--- config.mk ---
export PLATFORM = sky130hd
export DESIGN_NAME = morse_key_decoder_core
export DESIGN_NICKNAME = d
export VERILOG_FILES = /design/src/design/mkd_pkg.sv /design/src/design/mkd_letter_match.sv /design/src/design/morse_key_decoder_core.sv
export SDC_FILE = /design/constraint.sdc
export NUM_CORES = 1
export LEC_CHECK = 0
export BUFFER_PORTS_ARGS = -buffer_cell sky130_fd_sc_hd__buf_4
export CAP_MARGIN = 40
export CORE_ASPECT_RATIO = 0.75
export CORE_MARGIN = 2
export CORE_UTILIZATION = 55
export DETAILED_ROUTE_END_ITERATION = 10
export PLACE_DENSITY_LB_ADDON = 0.1
export SLEW_MARGIN = 5
export SYNTH_ARGS = -nofsm -noshare
export SYNTH_HDL_FRONTEND = slang
export SYNTH_HIERARCHICAL = 1
export SYNTH_SLANG_ARGS = --single-unit
--- constraint.sdc ---
create_clock -name clock -period 4.6 [get_ports clock]
set_input_delay 0.23 -clock clock [delete_from_list [all_inputs] [get_ports clock]]
set_output_delay 0.23 -clock clock [all_outputs]
set_load 0.02 [all_outputs]
--- src/design/mkd_pkg.sv ---
// Shared types, constants and letter code tables for the morse key decoder.
package mkd_pkg;

   localparam int LETTERS     = 26;
   localparam int MAX_SYMBOLS = 4;
   localparam int TICK_W      = 16;
   localparam int LETTER_W    = 5;
   localparam int COUNT_W     = 8;
   localparam int SYM_CNT_W   = 3;

   localparam logic [TICK_W-1:0] TICK_SAT        = '1;
   localparam logic [TICK_W-1:0] DOT_LIMIT_RST   = 16'd200;
   localparam logic [TICK_W-1:0] DASH_LIMIT_RST  = 16'd3000;
   localparam logic [TICK_W-1:0] GAP_LIMIT_RST   = 16'd1400;
   localparam logic [SYM_CNT_W-1:0] SYM_FULL     = SYM_CNT_W'(MAX_SYMBOLS);

   typedef enum logic [1:0] {
      KIND_LETTER  = 2'd0,
      KIND_UNKNOWN = 2'd1,
      KIND_ERASE   = 2'd2
   } kind_type;

   typedef enum logic [1:0] {
      CSR_DOT_LIMIT  = 2'd0,
      CSR_DASH_LIMIT = 2'd1,
      CSR_GAP_LIMIT  = 2'd2
   } csr_index_type;

   typedef struct packed {
      logic                hit;
      logic [LETTER_W-1:0] letter;
   } match_type;

   typedef logic [SYM_CNT_W-1:0] code_len_type  [LETTERS];
   typedef logic [3:0]           code_bits_type [LETTERS];

   // symbol count per letter A..Z
   localparam code_len_type CODE_LEN = '{
      3'd2, 3'd4, 3'd4, 3'd3, 3'd1, 3'd4, 3'd3, 3'd4, 3'd2, 3'd4, 3'd3, 3'd4, 3'd2,
      3'd2, 3'd3, 3'd4, 3'd4, 3'd3, 3'd3, 3'd1, 3'd3, 3'd4, 3'd3, 3'd4, 3'd4, 3'd4
   };

   // dash mask per letter, bit i is symbol i
   localparam code_bits_type CODE_BITS = '{
      4'd2, 4'd1, 4'd5, 4'd1, 4'd0, 4'd4, 4'd3, 4'd0, 4'd0, 4'd14, 4'd5, 4'd2, 4'd3,
      4'd1, 4'd7, 4'd6, 4'd11, 4'd2, 4'd0, 4'd1, 4'd4, 4'd8, 4'd6, 4'd9, 4'd13, 4'd3
   };

endpackage

--- src/design/mkd_letter_match.sv ---
// Matches a collected dot/dash pattern against the letters A to Z.
module mkd_letter_match
   import mkd_pkg::*;
(
   input  logic [3:0]           symbol_bits,
   input  logic [SYM_CNT_W-1:0] symbol_count,
   output match_type            match
);

   always_comb begin
      match = '0;
      for (int i = 0; i < LETTERS; i++) begin
         if (CODE_LEN[i] == symbol_count && CODE_BITS[i] == symbol_bits) begin
            match.hit    = 1'b1;
            match.letter = match.letter | LETTER_W'(i);
         end
      end
   end

endmodule

--- src/design/morse_key_decoder_core.sv ---
// A key sample waits in the input register; its result is then registered at rsp_tvalid.
// Throughput: one sample per cycle unless stalled; input and result registers run in step.
// A full result register with rsp_tready low stalls the input; req_tready follows it.
// Reset (synchronous, active high) clears timing and symbol state, the letter count,
// and loads the limit registers with their defaults.
module morse_key_decoder_core
   import mkd_pkg::*;
#(
   parameter int TEXT_LIMIT = 128
)
(
   input  logic        clock,
   input  logic        reset,
   input  logic        req_tvalid,
   output logic        req_tready,
   input  logic [7:0]  req_tdata,   // [0] key_down
   output logic        rsp_tvalid,
   input  logic        rsp_tready,
   output logic [15:0] rsp_tdata,   // [4:0] letter_index, [12:5] text_length
   output logic [1:0]  rsp_tuser,   // [1:0] kind
   input  logic        csr_valid,
   output logic        csr_ready,
   input  logic [1:0]  csr_index,
   input  logic [15:0] csr_data
);

   localparam logic [COUNT_W-1:0] TEXT_MAX = COUNT_W'(TEXT_LIMIT);

   logic [TICK_W-1:0]    dot_limit_ff, dash_limit_ff, gap_limit_ff;
   logic                 in_valid_ff, in_valid_in;
   logic                 in_key_ff;
   logic                 key_was_down_ff, key_was_down_in;
   logic [TICK_W-1:0]    press_ticks_ff, press_ticks_in;
   logic [TICK_W-1:0]    gap_ticks_ff, gap_ticks_in, gap_inc;
   logic [3:0]           symbol_bits_ff, symbol_bits_in;
   logic [SYM_CNT_W-1:0] symbol_count_ff, symbol_count_in;
   logic                 letter_pending_ff, letter_pending_in;
   logic [COUNT_W-1:0]   letter_count_ff, letter_count_in;
   logic                 rsp_valid_ff, rsp_valid_in;
   kind_type             rsp_kind_ff, rsp_kind_in;
   logic [LETTER_W-1:0]  rsp_letter_ff, rsp_letter_in;
   logic [COUNT_W-1:0]   rsp_length_ff;
   logic                 advance, emit, dash;
   match_type            match;

   assign csr_ready  = 1'b1;
   assign advance    = in_valid_ff && (!rsp_valid_ff || rsp_tready);
   assign req_tready = !in_valid_ff || advance;
   assign in_valid_in = req_tvalid ? 1'b1 : (in_valid_ff && !advance);

   mkd_letter_match u_match (
      .symbol_bits  (symbol_bits_ff),
      .symbol_count (symbol_count_ff),
      .match        (match)
   );

   assign gap_inc = (gap_ticks_ff < TICK_SAT) ? gap_ticks_ff + 1'b1 : gap_ticks_ff;
   assign dash    = !(press_ticks_ff < dot_limit_ff);

   always_comb begin
      key_was_down_in   = in_key_ff;
      press_ticks_in    = press_ticks_ff;
      gap_ticks_in      = gap_ticks_ff;
      symbol_bits_in    = symbol_bits_ff;
      symbol_count_in   = symbol_count_ff;
      letter_pending_in = letter_pending_ff;
      letter_count_in   = letter_count_ff;
      emit              = 1'b0;
      rsp_kind_in       = KIND_LETTER;
      rsp_letter_in     = '0;
      if (in_key_ff) begin
         if (!key_was_down_ff) begin
            press_ticks_in = TICK_W'(1);
         end else if (press_ticks_ff < TICK_SAT) begin
            press_ticks_in = press_ticks_ff + 1'b1;
         end
      end else if (key_was_down_ff) begin
         gap_ticks_in = '0;
         if (press_ticks_ff < dash_limit_ff) begin
            if (symbol_count_ff < SYM_FULL) begin
               symbol_bits_in  = symbol_bits_ff | ({3'b000, dash} << symbol_count_ff[1:0]);
               symbol_count_in = symbol_count_ff + 1'b1;
            end
            letter_pending_in = 1'b1;
         end else if (letter_count_ff != '0) begin
            letter_count_in = letter_count_ff - 1'b1;
            emit            = 1'b1;
            rsp_kind_in     = KIND_ERASE;
         end
      end else begin
         gap_ticks_in = gap_inc;
         if (letter_pending_ff && gap_inc > gap_limit_ff) begin
            emit = 1'b1;
            if (match.hit) begin
               rsp_kind_in   = KIND_LETTER;
               rsp_letter_in = match.letter;
               if (letter_count_ff < TEXT_MAX) begin
                  letter_count_in = letter_count_ff + 1'b1;
               end
            end else begin
               rsp_kind_in = KIND_UNKNOWN;
            end
            letter_pending_in = 1'b0;
            symbol_bits_in    = '0;
            symbol_count_in   = '0;
         end
      end
   end

   assign rsp_valid_in = advance ? emit : (rsp_valid_ff && !rsp_tready);

   always_ff @(posedge clock) begin
      if (reset) begin
         dot_limit_ff  <= DOT_LIMIT_RST;
         dash_limit_ff <= DASH_LIMIT_RST;
         gap_limit_ff  <= GAP_LIMIT_RST;
      end else if (csr_valid && csr_ready) begin
         unique case (csr_index)
            CSR_DOT_LIMIT:  dot_limit_ff  <= csr_data;
            CSR_DASH_LIMIT: dash_limit_ff <= csr_data;
            CSR_GAP_LIMIT:  gap_limit_ff  <= csr_data;
            default: ;
         endcase
      end
   end

   always_ff @(posedge clock) begin
      if (reset) begin
         in_valid_ff       <= 1'b0;
         rsp_valid_ff      <= 1'b0;
         key_was_down_ff   <= 1'b0;
         press_ticks_ff    <= '0;
         gap_ticks_ff      <= '0;
         symbol_bits_ff    <= '0;
         symbol_count_ff   <= '0;
         letter_pending_ff <= 1'b0;
         letter_count_ff   <= '0;
      end else begin
         in_valid_ff  <= in_valid_in;
         rsp_valid_ff <= rsp_valid_in;
         if (advance) begin
            key_was_down_ff   <= key_was_down_in;
            press_ticks_ff    <= press_ticks_in;
            gap_ticks_ff      <= gap_ticks_in;
            symbol_bits_ff    <= symbol_bits_in;
            symbol_count_ff   <= symbol_count_in;
            letter_pending_ff <= letter_pending_in;
            letter_count_ff   <= letter_count_in;
         end
      end
   end

   always_ff @(posedge clock) begin
      if (req_tvalid && req_tready) begin
         in_key_ff <= req_tdata[0];
      end
      if (advance && emit) begin
         rsp_kind_ff   <= rsp_kind_in;
         rsp_letter_ff <= rsp_letter_in;
         rsp_length_ff <= letter_count_in;
      end
   end

   assign rsp_tvalid = rsp_valid_ff;
   assign rsp_tuser  = rsp_kind_ff;
   assign rsp_tdata  = {3'b000, rsp_length_ff, rsp_letter_ff};

   a_count_limit : assert property (@(posedge clock) disable iff (reset)
      letter_count_ff <= TEXT_MAX)
      else $error("letter count above text limit");

   a_symbols_pending : assert property (@(posedge clock) disable iff (reset)
      symbol_count_ff != '0 |-> letter_pending_ff)
      else $error("symbols held without a pending letter");

   a_decode_clears : assert property (@(posedge clock) disable iff (reset)
      advance && emit && rsp_kind_in != KIND_ERASE
      |=> symbol_count_ff == '0 && !letter_pending_ff)
      else $error("decode did not clear symbols");

   a_erase_length : assert property (@(posedge clock) disable iff (reset)
      advance && emit && rsp_kind_in == KIND_ERASE |=> letter_count_ff == rsp_length_ff)
      else $error("erase result length mismatch");

endmodule
==> results.env, run 1 <==
SYNTHTOPCELLSBYAREA='dfxtp_1, ha_1, edfxtp_1'
NUMBER_OF_ROWS_IN_THE_CORE_AREA=35
CLOCKROOTBUFFER='clkbuf_16'
HOLD_VIO_CNT_FINAL=0
MAX_CLOCK_FREQ_MHz=230
SETUP_TNS_NS=0
RSZ0062_AT_GRT='no'
YOSYSUNIQUECELLTYPES=76
PATH_CLK_SLEW_NS=0.06
WORSTHOLDPATHTYPE='primary input to flip-flop'
WORST_SLEW_PIN_SLEW_NS=0.918
DIE_AREA_UM2=13800
P_PER_AREA_nW_PER_UM2=321
SLEW_VIOLATIONS=0
HTREE_LEVELS=4
SYN-CELL-AREA_UM2=7050
DIE_W_UM=135
GRT_START_MAX_NET_PINS=65
DIE_H_UM=102
AREA_GROWTH_PCT=14.3
TRITONCTS_CLOCK_TREE='yes'
INITIAL_STANDARD_CELL_UTILIZATION_OF_THE_CORE_PCT=56.9
INITIAL_DRT_PASS_ITERATIONS=5
DPL_WORST_SLACK_NS=0.156
PART_OF_THE_YOSYS_AREA_USED_FOR_SEQUENTIAL_ELEMENTS_PCT=34.9
YS.WARNINGS.COUNT=6
DRT.ANTENNA.VIOLATING_NETS=0
GP_ROUTABILITY_CONGESTION=0.975
NUMBER_OF_BUFFERS_CREATED_BY_CTS=17
DETAIL_ROUTE.DRC_VIOLATIONS=0
FINAL.PERIOD_UTILIZATION_PCT=94.5
FINALSETUPVIOLATIONS=0
MIN_PERIOD_NS=4.35
STATUS='complete, no violations'
NUMBER_OF_NETS_IN_THE_FINAL_LAYOUT=974
INSERTEDDIODECOUNT=0
INITIAL_ANTENNA_VIOLATION_COUNT=1
POST-SYNTH-TOP-AREA-FRACTION_PCT=28.1
IR_WORST_VDD_mV=0.266
FINCLKSKEW_NS=0.00717
WORSTREGTOREGCELLS=14
CRITPATHREQUIREDTIME_NS=4.69
YS_FF_LATCH=115
CTS_NUM_SINKS=115
TIMING.MAX_CAP.VIOLATIONS=0
PLACE.PORT_BUFFERS=40
CLK_PATH_BUF_DEPTH=2
FP.COREAREA_UM2=12400
ROUTED_WIRELENGTH_UM=18600
GRT_PASS1_WL_UM=29600
HOLD_PATH_DEPTH=2
FINAL_CRITICAL_PATH_SETUP_SLACK_NS=0.253
IOS=52
TIMING.MAX_SLEW.REL_SLACK_PCT=38.8
NETLIST_INSTANCES=867
GRT-OVFL-TOTAL=0
SYNTH_ASYNC_SR_FLOP_SHARE_PCT=0
PEAK_FANOUT_ALONG_THE_CRITICAL_PATH=16
YS_DOMINANT_REG_CELL='dfxtp_1'
SYN-MEAN-INSTANCE-AREA_UM2=8.13
WL_PER_CELL_UM=17.4
ROUTED-VIA-COUNT=6456
STATIC-LEAKAGE-POWER_uW=0.00326
DP.FINAL_HPWL_UM=12900
LARGEST_AREA_CONTRIBUTOR_IN_THE_NETLIST='dfxtp_1'
CRITPATHKIND='flip-flop to flip-flop'
DRIVE_ABOVE_1_SHARE_PCT=11.3
CP_DATA_ARRIVAL_TIME_NS=4.44
GRT_USE_TOTAL_PCT=27.1
NUMBER_OF_ENABLE_FLIP_FLOP_CELLS_AFTER_SYNTHESIS=16
TIMING.CRITICAL_PATH.TO_TYPE='flip-flop'
DETAIL_ROUTE.ITER0.VIOLATIONS=600
STARTPOINT_TYPE='flip-flop'
AVGVIACOUNTPERCELL=6.04
GRT_PASS1_VIAS=5942
CLOCK_INSERTION_DELAY_WORST_SKEW_NS=0.41
==> cell usage in the layout (no fill, tap or decap), types with 5 or more instances in the layout <==
cell       instances
nand3b_1           8
o211ai_1           9
clkbuf_16         18
nand3_1           25
nor4_1             7
ha_1              52
a31oi_1            7
edfxtp_1          16
and3_1            13
buf_4             50
and2_1             6
nor2_1            82
xor2_1            11
nand2b_1           9
dfxtp_1           99
a22o_1            15
a211oi_1           5
a21oi_1           64
nand4_1           15
nand2_1          117
xnor2_1           20
and4_1             9
clkbuf_8           5
a211o_1           17
nor3_1            17
mux2i_1           11
o21ai_0           30
o21a_1             7
inv_1             58
nor2b_1           10
==> metrics by stage <==
step / power [uW] / hold slack (ns) / instances / util [%] / area, um^2
after floorplan: 1180 / 0.329 / 869 / - / 7060
after global placement: 1230 / 0.410 / 1032 / 59.6 / 7380
after detailed placement: 1240 / 0.411 / 1033 / 59.6 / 7390
after CTS: 2590 / 0.0437 / 1065 / 64.7 / 8020
after global routing: 2660 / 0.0486 / 1069 / 65.0 / 8060
final: 2580 / 0.0462 / 1069 / 65.0 / 8060
==> report_power, final <==
group	internal [uW]	switching [uW]	total, uW	leakage [uW]
Sequential	1040	16.8	1050	0.000959
Combinational	62.0	107	169	0.00200
Clock	898	462	1360	0.000304
==> worst max-delay path, stage by stage (launching register included) <==
cell	delay, ns
dfxtp_1	0.41
ha_1	0.24
nand4_1	0.26
or3_4	0.47
nand2b_1	0.13
nor2_1	0.06
xor2_1	0.16
ha_1	0.32
nand4_1	0.13
or4_1	0.51
a21o_1	0.27
a31oi_4	0.39
or2b_1	0.26
a21boi_1	0.14
buf_4	0.27
==> path summary, 6_finish.rpt <==
path	startpoint	endpoint	slack, ns
worst max-delay path	gap_ticks_ff[0]	rsp_length_ff[5]	0.25
worst min-delay path	csr_data[11]	dash_limit_ff[11]	0.05
worst max register to register	gap_ticks_ff[0]	rsp_length_ff[5]	0.25
worst min register to register	gap_limit_ff[12]	gap_limit_ff[12]	0.46
==> cell usage after synthesis (5+ instances only) <==
library cell and instances:
edfxtp_1 16, nand3b_1 8, ha_1 52, and3_1 13, nor2b_1 10, clkbuf_1 31, and2_1 6, nand4_1 15
o21ai_0 31, nor3b_1 5, nor3_1 18, a31oi_1 7, xnor2_1 20, o21a_1 7, nor4_1 8, nand3_1 25
nand2b_1 9, inv_1 58, nand2_1 117, buf_2 7, buf_4 7, nor2_1 82, a21oi_1 64, mux2i_1 11
and4_1 9, a211o_1 17, or3_1 5, o211ai_1 9, xor2_1 11, dfxtp_1 99, a22o_1 15, a211oi_1 5
==> per-layer routing <==
layer,wire [um],global-route usage [%],vias to the layer above
li1,-,-,3125
met1,8980,39.0,3076
met2,8080,41.2,232
met3,1290,5.90,23
met4,236,7.53,0
met5,0,0,-
==> flip-flops by register name, indices dropped and copies added (netlist names), 2 cells and up <==
register         count
dot_limit_ff        16
press_ticks_ff      16
rsp_tuser            2
symbol_bits_ff       4
letter_count_ff      8
symbol_count_ff      3
dash_limit_ff       16
rsp_letter_ff        5
gap_limit_ff        16
gap_ticks_ff        16
rsp_length_ff        8
==> timing repair <==
action | 4_1_cts | 5_1_grt
endpoints found under the setup margin | 0 | 26
setup buffers | 0 | 3
hold endpoints to repair | 1 | 0
gates resized for setup | 0 | 3
hold buffers | 1 | 0
==> final cells by class <==
type	count	area, um^2
Clock inverter	7	92.6
Sequential cell	115	2460
Timing Repair Buffer	51	385
Inverter	58	218
Fill cell	1034	4330
Clock buffer	24	523
Tap cell	166	208
Multi-Input combinational cell	648	4170
==> cell families (layout without fill, tap and decap cells) <==
logic type | Yosys count | after routing | synth area share (%)
adders and majority gates | 52 | 52 | 9.23
muxes | 11 | 11 | 1.56
xor gates and xnor gates | 31 | 31 | 3.85
and+or+nand+nor | 350 | 350 | 24.7
buffers and inverters | 107 | 140 | 6.51
other | 2 | 4 | 0.106
DFF | 115 | 115 | 34.9
AOI/OAI and AO/OA | 199 | 200 | 19.1
Power figures use the tool's default switching activity.
==> run 2: changes to the inputs <==
--- a/config.mk
+++ b/config.mk
@@ -11,7 +11,7 @@
 export CORE_MARGIN = 2
 export CORE_UTILIZATION = 55
 export DETAILED_ROUTE_END_ITERATION = 10
-export PLACE_DENSITY_LB_ADDON = 0.1
+export PLACE_DENSITY = 0.8
 export SLEW_MARGIN = 5
 export SYNTH_ARGS = -nofsm -noshare
 export SYNTH_HDL_FRONTEND = slang
==> results.env, run 2 (synthesis results as in run 1) <==
STATUS='complete, no violations'
AREA_GROWTH_PCT=13.2
CRITICAL_PATH_BUF_INV_COUNT=1  # unchanged
RR_STARTPOINT='gap_ticks_ff[5]'
DIE_H_UM=102  # unchanged
WORSTHOLDPATHTYPE='primary input to flip-flop'
PATH_CLK_SLEW_NS=0.06  # about the same
CRITICAL_PATH.CELL_CHAIN='and3_1 -> nand4_1 -> nor3_1 -> nor2_1 -> nand3_1 -> xnor2_1 -> ha_1 -> nand2_1 -> or4_1 -> o21ai_0 -> a31oi_4 -> buf_4 -> and4_1 -> a211oi_1 -> a31oi_1'
CTS-RESIZED-GATES=0  # unchanged
SLEW_VIOLATIONS=0  # unchanged
CRITPATHKIND='flip-flop to flip-flop'
STATIC-LEAKAGE-POWER_uW=0.00322  # -1.3%
TRITONCTS_CLOCK_TREE='yes'
TIMING.CRITICAL_PATH.SLOWEST_CELL_DELAY_NS=0.56  # +0.05 ns
HOLD-PATH-ENDPOINT='in_valid_ff'
HOLD_VIO_CNT_FINAL=0  # unchanged
CRITPATHTOPFAMILY='simple AND/OR/NAND/NOR gates'
ROUTED-VIA-COUNT=6271  # -2.9%
PEAK_FANOUT_ALONG_THE_CRITICAL_PATH=17  # +1
STARTPOINT_TYPE='flip-flop'
AVGVIACOUNTPERCELL=5.87  # -2.8%
PLACE.PORT_BUFFERS=40  # unchanged
CTS_NUM_SINKS=115  # unchanged
HOLDWS_NS=0.0244  # -0.0218 ns
DETAIL_ROUTE.DRC_VIOLATIONS=0  # unchanged
TIMING.MAX_SLEW.REL_SLACK_PCT=39.9  # +1.1 points
SETUP_TNS_NS=0  # unchanged
HOLD_PATH_DEPTH=3  # +1
IR_WORST_VDD_mV=0.261  # -1.8%
MAX_CLOCK_FREQ_MHz=232  # +0.85%
NUMBER_OF_BUFFERS_CREATED_BY_CTS=17  # unchanged
GP_ROUTABILITY_CONGESTION=0.933  # -4.3%
GROUTE.LAYER.MET2.USAGE_PCT=40.6  # -0.51 points
GLOBAL_ROUTE.PEAK_USAGE_LAYER='met2'
RSZ0062_AT_GRT='no'
FP.COREAREA_UM2=12400  # unchanged
DETAIL_ROUTE.ITER0.VIOLATIONS=419  # -30%
FIN_TOTAL_PWR_uW=2480  # -3.8%
MULTIINPUTGATEAREA_UM2=4150  # -0.54%
CP_DATA_ARRIVAL_TIME_NS=4.45  # about the same
ROUTED_WIRELENGTH_UM=17000  # -8.7%
CLOCK_INSERTION_DELAY_WORST_SKEW_NS=0.42  # about the same
FINALCOREUTILIZATION_PCT=64.4  # -0.65 points
INITIAL_ANTENNA_VIOLATION_COUNT=0  # -1
FINALSETUPVIOLATIONS=0  # unchanged
GRT_START_MAX_NET_PINS=65  # unchanged
INSERTEDDIODECOUNT=0  # unchanged
TIMING.CRITICAL_PATH.TO_TYPE='flip-flop'
CRIT_PATH_TOP_DELAY_CELL='nor3_1'
FILLER_CELL_COUNT=1042  # +0.77%
TIMING.MAX_CAP.VIOLATIONS=0  # unchanged
FIN_AREA_UM2=7980  # -0.99%
IOS=52  # unchanged
HOLD_START='req_tvalid'
NUMBER_OF_NETS_IN_THE_FINAL_LAYOUT=972  # -0.21%
DIE_W_UM=135  # unchanged
FINCLKSKEW_NS=0.00830  # +0.00113 ns
GRT_USE_TOTAL_PCT=25.9  # -1.2 points
INITIAL_DRT_PASS_ITERATIONS=5  # unchanged
DP.FINAL_HPWL_UM=11700  # -8.9%
TIMING.RR.END='rsp_length_ff[7]'
WORSTREGTOREGCELLS=15  # +1
NUMBER_OF_ROWS_IN_THE_CORE_AREA=35  # unchanged
GRT_USE_MET3_PCT=4.76  # -1.1 points
DIE_AREA_UM2=13800  # unchanged
CLK_PATH_BUF_DEPTH=2  # unchanged
DRT.ANTENNA.VIOLATING_NETS=0  # unchanged
GRT_PASS1_WL_UM=28100  # -5.1%
LAYOUT.CELLS.MOST_COMMON='nand2_1'
CLOCKROOTBUFFER='clkbuf_16'
INITIAL_STANDARD_CELL_UTILIZATION_OF_THE_CORE_PCT=56.9  # unchanged
GRT_USE_MET1_PCT=36.0  # -3.0 points
DPL-INSTANCE-AREA_UM2=7400  # +0.20%
FINAL.PERIOD_UTILIZATION_PCT=93.7  # -0.80 points
GRT-OVFL-TOTAL=0  # unchanged
CRITPATHREQUIREDTIME_NS=4.74  # +0.05 ns
GRT_PASS1_VIAS=5731  # -3.6%
WL_PER_CELL_UM=15.9  # -8.7%
AREA.SEQUENTIAL_UM2=2460  # unchanged
CP.DEPTH=15  # +1
P_PER_AREA_nW_PER_UM2=311  # -2.9%
HTREE_LEVELS=4  # unchanged
WORST_SLEW_PIN_SLEW_NS=0.902  # -0.0161 ns
MIN_PERIOD_NS=4.31  # -0.0367 ns
LAYOUT.CELLS.MOST_COMMON_LIST='nand2_1, dfxtp_1, nor2_1'
WORST-R2R-SETUP-SLACK_NS=0.29  # +0.04 ns
DRIVE_ABOVE_1_SHARE_PCT=11.1  # -0.21 points
[run 2: cell types whose count changed in the layout (fill, tap and decap cells not counted), moves of 2 or more]
| cell | delta |
|---|---|
| inv_6 | +8 |
| bufinv_16 | -2 |
| clkinvlp_4 | +3 |
| clkbuf_8 | -5 |
| clkinv_2 | -2 |
[run 2: area by class of cell]
class                      instances  area share [%]
inverter                          58            2.73
timing repair buffer              50            4.74
clock inverter                    14            1.44
multi-input combinational        647            52.0
clock buffer                      18            5.64
sequential                       115            30.9
tap                              166            2.60
[run 2: worst min-delay path, cell delays in order]
cell and delay [ns]:
buf_4 0.08, a21oi_1 0.03, nor2_1 0.06
[run 2: metrics by stage]
stage               std cells  setup slack (ns)
CTS                      1068             0.373
global placement         1034             0.528
finish                   1068             0.289
global route             1068            0.0645
floorplan                 869             0.343
detailed placement       1035             0.401
[run 2: worst max path at each step]
stage	to	startpoint	slack [ns]
5_1_grt	symbol_bits_ff[2]	gap_ticks_ff[0]	0.06
3_3_place_gp	rsp_length_ff[7]	gap_ticks_ff[0]	0.53
2_1_floorplan	rsp_length_ff[0]	gap_ticks_ff[0]	0.34
4_1_cts	rsp_length_ff[7]	gap_ticks_ff[0]	0.37
6_report	rsp_length_ff[7]	gap_ticks_ff[5]	0.29
3_5_place_dp	rsp_length_ff[7]	gap_ticks_ff[0]	0.40
[run 2: layer usage]
metal	vias up	routed length [um]	share of wire (%)
li1	3121	-	-
met2	210	7460	44
met3	33	1080	6.4
met5	-	0	0
met4	0	356	2.1
met1	2907	8070	48
[run 2: power by group]
part	internal [uW]	switching [uW]
combinational	61.4	99.8
clock	733	532
sequential	1040	20.4
[run 2: what timing repair did]
item | CTS | global route
buffers inserted | 0 | 0
hold endpoints to repair | 1 | 0
hold buffers | 1 | 0
==> run 3: changes to the inputs <==
--- a/config.mk
+++ b/config.mk
@@ -5,6 +5,7 @@
 export SDC_FILE = /design/constraint.sdc
 export NUM_CORES = 1
 export LEC_CHECK = 0
+export ABC_CLOCK_PERIOD_IN_PS = 4600
 export BUFFER_PORTS_ARGS = -buffer_cell sky130_fd_sc_hd__buf_4
 export CAP_MARGIN = 40
 export CORE_ASPECT_RATIO = 0.75
@@ -12,6 +13,8 @@
 export CORE_UTILIZATION = 55
 export DETAILED_ROUTE_END_ITERATION = 10
 export PLACE_DENSITY = 0.8
+export REMOVE_ABC_BUFFERS = 1
+export SETUP_SLACK_MARGIN = 0.5
 export SLEW_MARGIN = 5
 export SYNTH_ARGS = -nofsm -noshare
 export SYNTH_HDL_FRONTEND = slang
==> results.env, run 3 (synthesis results as in run 1) <==
CRITPATHKIND='flip-flop to flip-flop'
SLEW_VIOLATIONS=0  # unchanged
TRITONCTS_CLOCK_TREE='yes'
PEAK_FANOUT_ALONG_THE_CRITICAL_PATH=5  # -12
DRIVE_ABOVE_1_SHARE_PCT=13.3  # +2.2 points
HTREE_LEVELS=4  # unchanged
WORST_SLEW_PIN_SLEW_NS=0.870  # -0.0322 ns
GRT_PASS1_WL_UM=28600  # +1.6%
MIN_PERIOD_NS=4.01  # -0.298 ns
PATH_CLK_SLEW_NS=0.06  # about the same
FP.COREAREA_UM2=12400  # unchanged
CP_DATA_ARRIVAL_TIME_NS=4.16  # -0.29 ns
CTS_NUM_SINKS=115  # unchanged
MAX_CLOCK_FREQ_MHz=249  # +7.4%
NUMBER_OF_ROWS_IN_THE_CORE_AREA=35  # unchanged
TIMING.MAX_SLEW.REL_SLACK_PCT=42.0  # +2.1 points
DIE_W_UM=135  # unchanged
HIGHEST-SIGNAL-LAYER='met4'
ROUTED_WIRELENGTH_UM=17500  # +3.1%
DIE_AREA_UM2=13800  # unchanged
CLOCK_INSERTION_DELAY_WORST_SKEW_NS=0.42  # about the same
NUMBER_OF_BUFFERS_CREATED_BY_CTS=17  # unchanged
FINALSETUPVIOLATIONS=0  # unchanged
STATIC-LEAKAGE-POWER_uW=0.00333  # +3.4%
MET3WIRELENGTH_UM=1110  # +2.8%
TIMING.CRITICAL_PATH.TO_TYPE='flip-flop'
STATUS='complete, no violations'
CLK_PATH_BUF_DEPTH=2  # unchanged
CLOCKROOTBUFFER='clkbuf_16'
DP.FINAL_HPWL_UM=11600  # -0.96%
GRT-OVFL-TOTAL=0  # unchanged
WL_MET1_UM=8280  # +2.7%
DIE_H_UM=102  # unchanged
INITIAL_STANDARD_CELL_UTILIZATION_OF_THE_CORE_PCT=56.9  # unchanged
HOLD_VIO_CNT_FINAL=0  # unchanged
HOLDWS_NS=0.0399  # +0.0155 ns
FINAL.PERIOD_UTILIZATION_PCT=87.2  # -6.5 points
AVGVIACOUNTPERCELL=5.94  # +1.2%
SETUP_TNS_NS=0  # unchanged
IOS=52  # unchanged
DRT.ANTENNA.VIOLATING_NETS=0  # unchanged
IR_WORST_VDD_mV=0.260  # -0.32%
MET2ROUTEDLENGTH_UM=7770  # +4.2%
GP_ROUTABILITY_CONGESTION=0.919  # -1.5%
FINCLKSKEW_NS=0.00482  # -0.00348 ns
GRT_PASS1_VIAS=5786  # +0.96%
LAYOUT.CELLS.MOST_COMMON_LIST='nand2_1, dfxtp_1, nor2_1'
ROUTED-VIA-COUNT=6385  # +1.8%
WL_PER_CELL_UM=16.3  # +2.5%
DETAIL_ROUTE.DRC_VIOLATIONS=0  # unchanged
TIMING.MAX_CAP.VIOLATIONS=0  # unchanged
LAYOUT.CELLS.MOST_COMMON='nand2_1'
INITIAL_ANTENNA_VIOLATION_COUNT=0  # unchanged
INSERTEDDIODECOUNT=0  # unchanged
DETAIL_ROUTE.ITER0.VIOLATIONS=657  # +57%
GRT_START_MAX_NET_PINS=65  # unchanged
PLACE.PORT_BUFFERS=40  # unchanged
NUMBER_OF_NETS_IN_THE_FINAL_LAYOUT=979  # +0.72%
P_PER_AREA_nW_PER_UM2=323  # +3.7%
CRITPATHREQUIREDTIME_NS=4.75  # about the same
STARTPOINT_TYPE='flip-flop'
AREA_GROWTH_PCT=16.1
INITIAL_DRT_PASS_ITERATIONS=5  # unchanged
WORSTHOLDPATHTYPE='primary input to flip-flop'
RSZ0062_AT_GRT='no'
GRT_USE_TOTAL_PCT=26.3  # +0.46 points
-- run 3: cell count changes in the layout (fill, tap and decap cells not counted), moves of 2 or more --
cell,previous run,this run
dfxtp_2,0,6
clkinv_2,0,6
buf_4,49,53
clkinvlp_4,4,0
nor2_1,82,80
nor2_2,0,2
dfxtp_1,99,93
nor3_1,18,16
clkbuf_8,0,3
bufinv_16,0,4
inv_6,8,0
-- run 3: layout make-up --
class | instances | area (um^2)
repair buffers | 57 | 462
multi-input cells | 647 | 4200
clock inverters | 11 | 156
inverters | 58 | 218
flip-flops and latches | 115 | 2470
well taps | 166 | 208
clock buffers | 21 | 470
fillers | 984 | 4210
-- run 3: metal layers --
metal,vias up,track usage [%]
met5,-,0
met4,0,9.23
met3,30,5.31
met2,227,41.4
met1,2989,36.4
li1,3139,-
-- run 3: worst max-delay path, cell delays in order (launching register included) --
cell	delay [ns]
dfxtp_1	0.37
and3_1	0.20
nand4_1	0.21
or3_4	0.48
nand2b_1	0.13
nor2_1	0.06
xor2_1	0.15
ha_1	0.30
nand4_1	0.11
or4_1	0.54
a21o_1	0.21
a31oi_4	0.22
buf_4	0.16
nand4_1	0.18
mux2i_1	0.29
o211ai_1	0.12
-- run 3: worst paths after layout --
check                           slack (ns)  depth (start not counted)          endpoint              from
worst max-delay path                  0.59                         15  rsp_length_ff[6]   gap_ticks_ff[7]
worst max register to register        0.59                         15  rsp_length_ff[6]   gap_ticks_ff[7]
worst min register to register        0.45                          2  dot_limit_ff[10]  dot_limit_ff[10]
worst min-delay path                  0.04                          3       in_valid_ff        req_tvalid
-- run 3: what timing repair did --
action                                  in CTS  in global routing
resized for setup                            2                 16
hold buffers                                 1                  0
endpoints found under the setup margin      24                 33
pin swaps                                    1                  3
endpoints found under the hold margin        1                  0
setup buffers                                3                  4
-- run 3: report_power, final --
part           switching, uW  internal (uW)  total (uW)
combinational            110           66.4         177
clock                    470            943        1410
sequential              14.4           1040        1050
total                    595           2050        2640
-- run 3: per-stage QoR --
step	power [uW]	setup WS, ns	instance area, um^2	utilization, %	instances
floorplan	1170	-0.245	6820	-	820
global placement	1230	0.453	7380	59.6	1032
detailed placement	1240	0.341	7430	60.0	1035
CTS	2650	0.521	8100	65.4	1071
global route	2720	0.412	8190	66.1	1075
finish	2640	0.587	8190	66.1	1075
